## src/rtl/bra_pkg.sv

```systemverilog
`default_nettype none
package bra_pkg;

    localparam int MAX_BITS  = 4096;
    localparam int WORD_BITS = 32;
    localparam int WIDX_W    = 5;

    // Request codes.
    localparam logic [1:0] REQ_ALLOC   = 2'd0;
    localparam logic [1:0] REQ_RELEASE = 2'd1;
    localparam logic [1:0] REQ_RESERVE = 2'd2;

    // Status codes.
    localparam logic [1:0] ST_DONE    = 2'd0;
    localparam logic [1:0] ST_NOFIT   = 2'd1;
    localparam logic [1:0] ST_INVALID = 2'd2;

    typedef struct packed {
        logic [1:0]  req_type;
        logic [11:0] start_index;
        logic [12:0] run_length;
    } t_req;

    typedef struct packed {
        logic [1:0]  status;
        logic [11:0] run_start;
    } t_rsp;

endpackage
`default_nettype wire

```

## src/rtl/bitmap_run_allocator.sv

```systemverilog
// Rejected and zero-length requests go from idle to the result state, which posts the result;
// release/reserve read and then write each 32-bit word touched before the result state.
// Allocate scans 1 bit per cycle, pausing in a read state for each word entered, then sets
// the run back with a read and a write per word and posts the result from the result state.
// Throughput: one request at a time; the next transfer waits until the result has left.
// Reset (synchronous, active low) then clears 1 word per cycle over all 128 words; bitmap_bits = 4096.
`default_nettype none
module bitmap_run_allocator (
    input  wire           i_clk,
    input  wire           i_rst_n,
    input  wire           i_cfg_valid,
    output logic          o_cfg_ready,
    input  wire  [12:0]   i_cfg_data,
    input  wire           i_req_valid,
    output logic          o_req_stall,
    input  bra_pkg::t_req i_req,
    output logic          o_rsp_valid,
    input  wire           i_rsp_stall,
    output bra_pkg::t_rsp o_rsp
);
    import bra_pkg::*;

    localparam int NWORDS = (MAX_BITS + WORD_BITS - 1) / WORD_BITS;
    localparam int AW     = (NWORDS > 1) ? $clog2(NWORDS) : 1;
    localparam int BW     = AW + WIDX_W;

    typedef enum logic [2:0] {
        S_CLEAR, S_IDLE, S_SCAN_RD, S_SCAN, S_WR_RD, S_WR, S_RESP
    } t_state;

    t_state      r_state;
    logic [12:0] r_size;
    logic [13:0] r_pos;     // bit under scan, or next bit to write
    logic [13:0] r_end;     // bit beyond the last one
    logic [13:0] r_first;
    logic [12:0] r_run;
    logic [12:0] r_len;
    logic [13:0] r_lim;     // scan limit: effective size
    logic        r_val;     // value written to the range
    logic [AW-1:0] r_clr;
    logic        r_rsp_v;
    t_rsp        r_rsp;

    logic          ram_we;
    logic [AW-1:0] ram_waddr, ram_raddr;
    logic [31:0]   ram_wdata, ram_rdata;

    bra_ram #(.WIDTH(WORD_BITS), .DEPTH(NWORDS)) u_ram (
        .i_clk(i_clk), .i_we(ram_we), .i_waddr(ram_waddr), .i_wdata(ram_wdata),
        .i_raddr(ram_raddr), .o_rdata(ram_rdata)
    );

    // Effective size clamps to the memory.
    logic [13:0] eff_size;
    assign eff_size = ({1'b0, r_size} > 14'(MAX_BITS)) ? 14'(MAX_BITS) : {1'b0, r_size};

    // Word mask of the range bits inside the word at r_pos.
    logic [31:0] wmask;
    logic [13:0] wbase;
    always_comb begin
        wbase = {r_pos[13:WIDX_W], {WIDX_W{1'b0}}};
        for (int b = 0; b < WORD_BITS; b++) begin
            wmask[b] = ((wbase + 14'(b)) >= r_pos) && ((wbase + 14'(b)) < r_end);
        end
    end

    logic        cur_bit;
    assign cur_bit = ram_rdata[r_pos[WIDX_W-1:0]];

    logic [AW-1:0] pos_word;
    assign pos_word = AW'(r_pos[13:WIDX_W]);

    always_comb begin
        ram_we    = 1'b0;
        ram_waddr = pos_word;
        ram_wdata = r_val ? (ram_rdata | wmask) : (ram_rdata & ~wmask);
        ram_raddr = pos_word;
        case (r_state)
            S_CLEAR: begin
                ram_we    = 1'b1;
                ram_waddr = r_clr;
                ram_wdata = '0;
            end
            S_WR:    ram_we = 1'b1;
            default: ram_we = 1'b0;
        endcase
    end

    assign o_cfg_ready = 1'b1;
    assign o_req_stall = (r_state != S_IDLE) || r_rsp_v;
    assign o_rsp_valid = r_rsp_v;
    assign o_rsp       = r_rsp;

    logic [13:0] req_end;
    assign req_end = {2'b0, i_req.start_index} + {1'b0, i_req.run_length};

    // Control sequencer with registered result.
    always_ff @(posedge i_clk) begin
        if (!i_rst_n) begin
            r_state <= S_CLEAR;
            r_size  <= 13'd4096;
            r_clr   <= '0;
            r_rsp_v <= 1'b0;
        end else begin
            if (i_cfg_valid) begin
                r_size <= i_cfg_data;
            end
            if (r_rsp_v && !i_rsp_stall) begin
                r_rsp_v <= 1'b0;
            end
            case (r_state)
                S_CLEAR: begin
                    r_clr <= r_clr + AW'(1);
                    if (r_clr == AW'(NWORDS - 1)) begin
                        r_state <= S_IDLE;
                    end
                end
                S_IDLE: begin
                    if (i_req_valid && !r_rsp_v) begin
                        r_len         <= i_req.run_length;
                        r_pos         <= {2'b0, i_req.start_index};
                        r_lim         <= eff_size;
                        r_run         <= '0;
                        r_rsp.run_start <= '0;
                        if (i_req.req_type == REQ_ALLOC) begin
                            r_val <= 1'b1;
                            if (i_req.run_length == '0 ||
                                {1'b0, i_req.run_length} > eff_size) begin
                                r_rsp.status <= ST_INVALID;
                                r_state      <= S_RESP;
                            end else if ({2'b0, i_req.start_index} >= eff_size) begin
                                r_rsp.status <= ST_NOFIT;
                                r_state      <= S_RESP;
                            end else begin
                                r_state <= S_SCAN_RD;
                            end
                        end else if (i_req.req_type == REQ_RELEASE ||
                                     i_req.req_type == REQ_RESERVE) begin
                            r_val <= (i_req.req_type == REQ_RESERVE);
                            r_end <= req_end;
                            if (req_end > eff_size) begin
                                r_rsp.status <= ST_INVALID;
                                r_state      <= S_RESP;
                            end else if (i_req.run_length == '0) begin
                                r_rsp.status <= ST_DONE;
                                r_state      <= S_RESP;
                            end else begin
                                r_rsp.status <= ST_DONE;
                                r_state      <= S_WR_RD;
                            end
                        end else begin
                            r_rsp.status <= ST_INVALID;
                            r_state      <= S_RESP;
                        end
                    end
                end
                S_SCAN_RD: r_state <= S_SCAN;
                S_SCAN: begin
                    // One bit per cycle; reread when crossing into the next word.
                    if (!cur_bit) begin
                        if (r_run == '0) begin
                            r_first <= r_pos;
                        end
                        if (r_run + 13'd1 == r_len) begin
                            r_rsp.status    <= ST_DONE;
                            r_rsp.run_start <= (r_run == '0) ? r_pos[11:0] : r_first[11:0];
                            r_pos   <= (r_run == '0) ? r_pos : r_first;
                            r_end   <= r_pos + 14'd1;
                            r_state <= S_WR_RD;
                        end else begin
                            r_run <= r_run + 13'd1;
                        end
                    end else begin
                        r_run <= '0;
                    end
                    if (!(!cur_bit && r_run + 13'd1 == r_len)) begin
                        if (r_pos + 14'd1 >= r_lim) begin
                            r_rsp.status <= ST_NOFIT;
                            r_state      <= S_RESP;
                        end else begin
                            r_pos <= r_pos + 14'd1;
                            if (r_pos[WIDX_W-1:0] == '1) begin
                                r_state <= S_SCAN_RD;
                            end
                        end
                    end
                end
                S_WR_RD: r_state <= S_WR;
                S_WR: begin
                    // Read-modify-write one word, then step to the next.
                    if (wbase + 14'(WORD_BITS) >= r_end) begin
                        r_state <= S_RESP;
                    end else begin
                        r_pos   <= wbase + 14'(WORD_BITS);
                        r_state <= S_WR_RD;
                    end
                end
                S_RESP: begin
                    r_rsp_v <= 1'b1;
                    r_state <= S_IDLE;
                end
                default: r_state <= S_IDLE;
            endcase
        end
    end

    // A result waits only while the sequencer is idle.
    assert property (@(posedge i_clk) disable iff (!i_rst_n)
        r_rsp_v |-> (r_state == S_IDLE || r_state == S_CLEAR))
        else $error("result pending while busy");
    // Writes happen only in the sweep or write state.
    assert property (@(posedge i_clk) disable iff (!i_rst_n)
        ram_we |-> (r_state == S_CLEAR || r_state == S_WR))
        else $error("stray memory write");
    // The write state comes in the cycle after its read state.
    assert property (@(posedge i_clk) disable iff (!i_rst_n)
        (r_state == S_WR) |-> $past(r_state == S_WR_RD))
        else $error("write without read");
endmodule
`default_nettype wire

```

## src/rtl/bra_ram.sv

```systemverilog
`default_nettype none
module bra_ram #(
    parameter int WIDTH = 32,
    parameter int DEPTH = 128
) (
    input  wire                     i_clk,
    input  wire                     i_we,
    input  wire [$clog2(DEPTH)-1:0] i_waddr,
    input  wire [WIDTH-1:0]         i_wdata,
    input  wire [$clog2(DEPTH)-1:0] i_raddr,
    output logic [WIDTH-1:0]        o_rdata
);
    logic [WIDTH-1:0] r_mem [DEPTH];

    // One write port and one registered read port.
    always_ff @(posedge i_clk) begin
        if (i_we) begin
            r_mem[i_waddr] <= i_wdata;
        end
        o_rdata <= r_mem[i_raddr];
    end
endmodule
`default_nettype wire

```

## config.mk

```make
export PLATFORM = sky130hd
export DESIGN_NAME = bitmap_run_allocator
export DESIGN_NICKNAME = d
export VERILOG_FILES = /design/src/rtl/bra_pkg.sv /design/src/rtl/bitmap_run_allocator.sv /design/src/rtl/bra_ram.sv
export SDC_FILE = /design/constraint.sdc
export NUM_CORES = 2
export LEC_CHECK = 0
export BUFFER_PORTS_ARGS = -buffer_cell sky130_fd_sc_hd__buf_2
export CORE_AREA = 5 5 556 558
export DETAILED_ROUTE_END_ITERATION = 12
export DIE_AREA = 0 0 561 563
export PLACE_DENSITY_LB_ADDON = 0.3
export SLEW_MARGIN = 0
export SYNTH_ARGS = -nofsm -noshare
export SYNTH_HDL_FRONTEND = slang
export SYNTH_HIERARCHICAL = 1
export SYNTH_SLANG_ARGS = --single-unit
```

## constraint.sdc

```tcl
create_clock -name i_clk -period 6.9 [get_ports i_clk]
set_input_delay 1.38 -clock i_clk [delete_from_list [all_inputs] [get_ports i_clk]]
set_output_delay 1.38 -clock i_clk [all_outputs]
set_load 0.005 [all_outputs]
```

-- After elaboration in Yosys (flattened, before gate mapping)
Memories as Yosys holds them, arrays and structs flattened. A register that Yosys moved wholly into a read port is not among the register bits.
Cells that the tools add are included.
- bits in registers: 121
- bits in writable memories: 4096
- input port bits: 45
- output and inout bits: 17
- logic and storage cells: 262
- memories kept: 1
- memory list (name ; depth ; width ; rd ports ; clocked after memory_dff ; write ports ; RTL line ; RTL):
    u_ram.r_mem ; 128 ; 32 ; 1 ; 1 ; 1 ; bra_ram.sv:13 ; logic [WIDTH-1:0] r_mem [DEPTH];
- add/subtract/negate cells: 36
- $lt $le $gt $ge: 71
- equal/unequal tests: 21
- muxes and demuxes: 57
- bitwise logic cells: 4
- reductions and logical operators: 59
- operators with widths (operator ; count):
    greater-or-equal comparator 14 bit ; 34
    less-than comparator 14 bit ; 32
    adder 14 x 5 -> 14 bit (second input constant) ; 16
    2-to-1 mux 14 bit ; 15
    adder 14 x 4 -> 14 bit (second input constant) ; 8
    2-to-1 mux 32 bit ; 2
    adder 14 x 3 -> 14 bit (second input constant) ; 4
    case mux 14 bit (2 select lines) ; 2
    2-to-1 mux 13 bit ; 4
    case mux 14 bit (3 select lines) ; 1
    logical AND 1 bit ; 35
    2-to-1 mux 3 bit ; 11
    bitwise AND 32 bit ; 1
    NOT 32 bit ; 1
    OR 32 bit ; 1
    adder 14 x 1 -> 14 bit (second input constant) ; 2
    adder 14 x 2 -> 14 bit (second input constant) ; 2
    logical NOT 13 bit ; 2
    case mux 13 bit (2 select lines) ; 1
    2-to-1 mux 2 bit ; 10
    case mux 3 bit (6 select lines) ; 1
    AND reduction 4 bit ; 4
    adder 12 x 13 -> 14 bit ; 1
    adder 14 x 6 -> 14 bit (second input constant) ; 1
    35 further kinds ; 57

-- Longest topological paths before layout
- depth in word-level cells: 8
- gate-level depth with buffers: 18
- depth with buffers taken out: 18

-- Hierarchy
Netlist, hierarchy kept.
- by module, submodules not included (module ; instances ; cells each ; area an instance (sq um) ; sequential area each (sq um)):
    bra_ram ; 1 ; 5990 ; 156276.1 ; 123638.6
    bitmap_run_allocator ; 1 ; 1092 ; 9937.0 ; 3363.2

-- Worst setup path before layout
No wires, ideal clock.
- path kind: register -> register
- start: reg r_pos[13]
- end: mem u_ram.r_mem[0][28], data pin
- library setup time: 796 ps
- arrival: 5179 ps
- data required time: 6104 ps
- path slack: 925 ps
- stages on the path, launching flop included: 10
- buffers on the path: 0
- clock period less this slack: 5975 ps
- cell sequence: edfxtp_1 -> ha_1 -> nand4_1 -> nor2_1 -> o21ai_1 -> o211ai_1 -> a31oi_1 -> o221ai_1 -> mux2i_1 -> nor2_1
- word-level cells in the longest chain between the ends: 7
- elaborated cells between the ends (all ways): 9
- those cells by class: add/sub: 1; order compare: 2; mux: 2; bitwise: 3; reduce/logical: 1
- ends and longest elaborated chain (what ; RTL line ; RTL):
    from (decl) ; bitmap_run_allocator.sv:33 ; logic [13:0] r_pos;
    from (signal assigned) ; bitmap_run_allocator.sv:121 ; r_pos <= {2'b0, i_req.start_index};
    from (signal assigned) ; bitmap_run_allocator.sv:167 ; r_pos <= (r_run == '0) ? r_pos : r_first;
    from (signal assigned) ; bitmap_run_allocator.sv:181 ; r_pos <= r_pos + 14'd1;
    adder 14 x 5 -> 14 bit ; bitmap_run_allocator.sv:63 ; wmask[b] = ((wbase + 14'(b)) >= r_pos) && ((wbase + 14'(b)) < r_end);
    greater-or-equal comparator 14 bit / less-than comparator 14 bit (equally long branches) ; bitmap_run_allocator.sv:63 ;
    logical AND 1 bit (*) ; bitmap_run_allocator.sv:63 ;
    NOT 32 bit ; bitmap_run_allocator.sv:76 ; ram_wdata = r_val ? (ram_rdata | wmask) : (ram_rdata & ~wmask);
    bitwise AND 32 bit ; bitmap_run_allocator.sv:76 ;
    2-to-1 mux 32 bit (*) ; bitmap_run_allocator.sv:76 ;
    2-to-1 mux 32 bit (*) ; bitmap_run_allocator.sv:78 ; case (r_state)
    via ram_wdata[28] ; bitmap_run_allocator.sv:46 ; logic [31:0] ram_wdata, ram_rdata;
    to (decl) ; bra_ram.sv:13 ;
Mark *: on every way through the listed nets, which the timed path passes. The rest lies on a longest branch.

-- Final worst setup path
- start: reg r_state[2]
- end: mem u_ram.r_mem[119][6] (enable)
- elaborated cells between the ends (all ways): 7
- those cells by class: eq/ne: 1; mux: 4; reduce/logical: 2
- RTL lines (what ; RTL line ; RTL):
    from (decl) ; bitmap_run_allocator.sv:31 ; t_state r_state;
    from (signal assigned) ; bitmap_run_allocator.sv:100 ; r_state <= S_CLEAR;
    from (signal assigned) ; bitmap_run_allocator.sv:115 ; r_state <= S_IDLE;
    from (signal assigned) ; bitmap_run_allocator.sv:130 ; r_state <= S_RESP;
    logical NOT 3 bit ; bitmap_run_allocator.sv:78 ;
    2-to-1 mux 7 bit ; bitmap_run_allocator.sv:78 ;
    via ram_waddr[0] ; bitmap_run_allocator.sv:45 ; logic [AW-1:0] ram_waddr, ram_raddr;
The timed path passes the listed nets, and every way through them passes these cells.

==> metrics <==
Internal 0.0407 W; layout cells sized above 1 0.318; FF-to-FF Start r_state[2]$_SDFFE_PN0P_; Iter 0 DRT Violations 12,700; unrepaired setup endpoints after global routing no; Required @ worst endpoint 7410 ps; Most used DFF post-synth edfxtp_1; Crit path depth 7; CTS clk-pin slew, worst paths 70 ps; startpoint types register; Post-CTS Hold Fix Bufs 0; clk_lat worst skew 960 ps; fmax 198 MHz; Net Sw Frac 0.192; Yosys cell types 78; estimated wirelength of the detail-placed design 246,000 um; Seq/Total Area, Yosys 0.764; crit-path most repeated cell nor2_4; Reg2Reg Setup Slack 1860 ps; Sw Pwr 0.00968 W; combinational group share of total power 0.008; Buffers on Ports 60; WL/cell 36.1 um; Synth warnings 6; Die Area 0.316 mm2; worst path cell trace or2_2, nor2_4, nand2_1, o21ai_2, nand4_1, buf_4, nor2_4; HP Class reg -> reg; core area 0.304 mm2; Ports 62; Post-CTS Setup Inserts 0; antenna-violating nets left 0; number of flops mapped to enable cells by yosys 4,192; Worst Setup SP r_state[2]$_SDFFE_PN0P_; initial antenna violation count 46; mapped cell area 0.166 mm2; num rows 203; Max Fanout on Critical Path 32; dpl ws 2020 ps; Worst Tran Pin Value 1410 ps; DRT Wirelength 426,000 um; clock share of power 0.436; Arr. time, crit path 5550 ps; All-Layer GR Usage 0.269; Synth Instances 7,082; Fin. Hold Viols 0; Pleak 48.1 nW; Synth async-reset ratio 0; number of global-route vias before repair 79,200; Root Driver clkbuf_16; GPL Wtd Cong 0.897; maximum clock insertion buffer count 4; Worst Setup EP u_ram/r_mem[119][6]$_DFFE_PP_; R2R depth 7; crit share post-route 0.731; PwrDens 270 mW/mm2; Final Slew Violations 0; TritonRoute pass-1 iters 6; first-pass GRT wire length 602,000 um; VDD IR max 0.000222 V; DRC 0; FF+latch count, synth 4,248; Slowest-stage cell, CP nor2_4; Setup crit end kind register; max cap viols 0; syn avg cell area 23.5 um2; # fillers 19,800; Setup violations, final 0; largest net degree at the start of global routing 134; H-tree levels 5; CP peak stage delay 980 ps; Max Clock Skew 72.8 ps; Die Wd 561 um; clock sink count 4,248; final setup TNS 0 ps; fin nets 7,578; crit path buf inv count 1; Vias 80,600; fin crit period 5040 ps; critical path type reg -> reg; Setup WS post-layout 1860 ps; reg-to-reg endpoint u_ram/r_mem[119][6]$_DFFE_PP_; run status completed; critical path's top delay family simple AND/OR/NAND/NOR gates; Syn Nets 7,223; Starting Density 0.547; CTS tree done; Vias/cell 6.83; Max transition margin 0.0573; Die H 563 um; total grt overflow 0; CTS Buf Count 406; Syn-to-layout area delta 12.3%; sequential share of power 0.556; post-cts resize count 0
## power groups by stage
stage / clock network [W] / registers [W] / logic, W
after floorplan: 0 / 0.0286 / 0.000208
after global placement: 0 / 0.0286 / 0.000379
after detailed placement: 0 / 0.0286 / 0.000378
after CTS: 0.0223 / 0.0280 / 0.000383
after global routing: 0.0234 / 0.0280 / 0.000412
final: 0.0220 / 0.0280 / 0.000393
## metal layers
layer,GRT usage,wire [um],up-vias
li1,-,-,31100
met1,0.390,158000,43200
met2,0.410,201000,5446
met3,0.0601,50600,775
met4,0.0991,16700,22
met5,0,163,-
## worst register-to-register path: stages, from the launching register on
cell	delay, ps
dfxtp_1	370
or2_2	370
nor2_4	710
nand2_1	190
o21ai_2	400
nand4_1	940
buf_4	560
nor2_4	990
## how the worst min path moves through the flow
stage / depth (start not counted) / startpoint / end / slack [ps]
after floorplan: 2 / r_size[0]$_SDFFE_PN0P_ / r_size[0]$_SDFFE_PN0P_ / 450
after global placement: 2 / r_size[0]$_SDFFE_PN0P_ / r_size[0]$_SDFFE_PN0P_ / 470
after detailed placement: 2 / r_size[3]$_SDFFE_PN0P_ / r_size[3]$_SDFFE_PN0P_ / 490
after CTS: 2 / r_size[4]$_SDFFE_PN0P_ / r_size[4]$_SDFFE_PN0P_ / 500
after global routing: 2 / r_size[11]$_SDFFE_PN0P_ / r_size[11]$_SDFFE_PN0P_ / 530
final: 2 / r_size[4]$_SDFFE_PN0P_ / r_size[4]$_SDFFE_PN0P_ / 500
## placed cells by master, fill, tap and decap left out, types with 52 or more instances in the layout
master        n
edfxtp_1   4192
mux4_2     1350
clkbuf_16   411
buf_4       231
nor2_4      151
nand2_1      95
ha_1         95
nor2_1       93
clkbuf_1     89
inv_1        83
clkinv_1     82
mux2i_1      63
clkinv_2     62
buf_2        60
dfxtp_1      56
a21oi_1      52
## through the flow
stage | instance area [um2] | cells | power [W] | hold WS, ps | util
after floorplan | 166000 | 7082 | 0.0288 | 452 | -
after global placement | 174000 | 11000 | 0.0289 | 474 | 0.571
after detailed placement | 174000 | 11000 | 0.0289 | 486 | 0.571
after CTS | 187000 | 11800 | 0.0507 | 504 | 0.614
after global routing | 187000 | 11800 | 0.0519 | 533 | 0.614
final | 187000 | 11800 | 0.0504 | 501 | 0.614
## Yosys cell counts, types with 44 or more instances
cell / count / area [um2]
clkbuf_1: 217 / 815
buf_1: 55 / 206
o21ai_0: 44 / 220
mux2_2: 48 / 541
buf_2: 90 / 450
ha_1: 95 / 1190
inv_1: 83 / 312
mux4_2: 1350 / 30400
mux2i_1: 63 / 631
nor2_1: 245 / 920
edfxtp_1: 4192 / 126000
dfxtp_1: 56 / 1120
a21oi_1: 53 / 265
nand2_1: 98 / 368
## flip-flops by register name, indices dropped and copies added, names as in the netlist, 3 cells and up
| register | count |
|---|---|
| r_len | 13 |
| r_state | 3 |
| r_run | 13 |
| r_first | 14 |
| r_clr | 7 |
| r_end | 14 |
| o_rsp | 14 |
| u_ram/r_mem | 4096 |
| r_pos | 14 |
| u_ram/o_rdata | 32 |
| r_lim | 13 |
| r_size | 13 |
## cells by family (layout without fill, tap and decap cells)
logic type      count (synthesis)  count (layout)  synth area share
flops                        4248            4248             0.764
mux                          1461            1461             0.190
simple gates                  535             535            0.0149
buf+inv                       458            1143            0.0114
compound gates                224             224           0.00892
fa+ha+maj                      96              96           0.00727
xor+xnor                       59              59           0.00336
other cells                     1              35         0.0000226
## final cells by class
type / instances / area [um2] / area share
Clock inverter: 228 / 2310 / 0.0124
Sequential cell: 4248 / 127000 / 0.680
Tap cell: 3997 / 5000 / 0.0268
Antenna cell: 34 / 85.1 / 0.000456
Inverter: 83 / 312 / 0.00167
Multi-Input combinational cell: 2376 / 38500 / 0.206
Timing Repair Buffer: 322 / 2660 / 0.0142
Clock buffer: 510 / 10800 / 0.0576
Power figures use the tool's default switching activity.
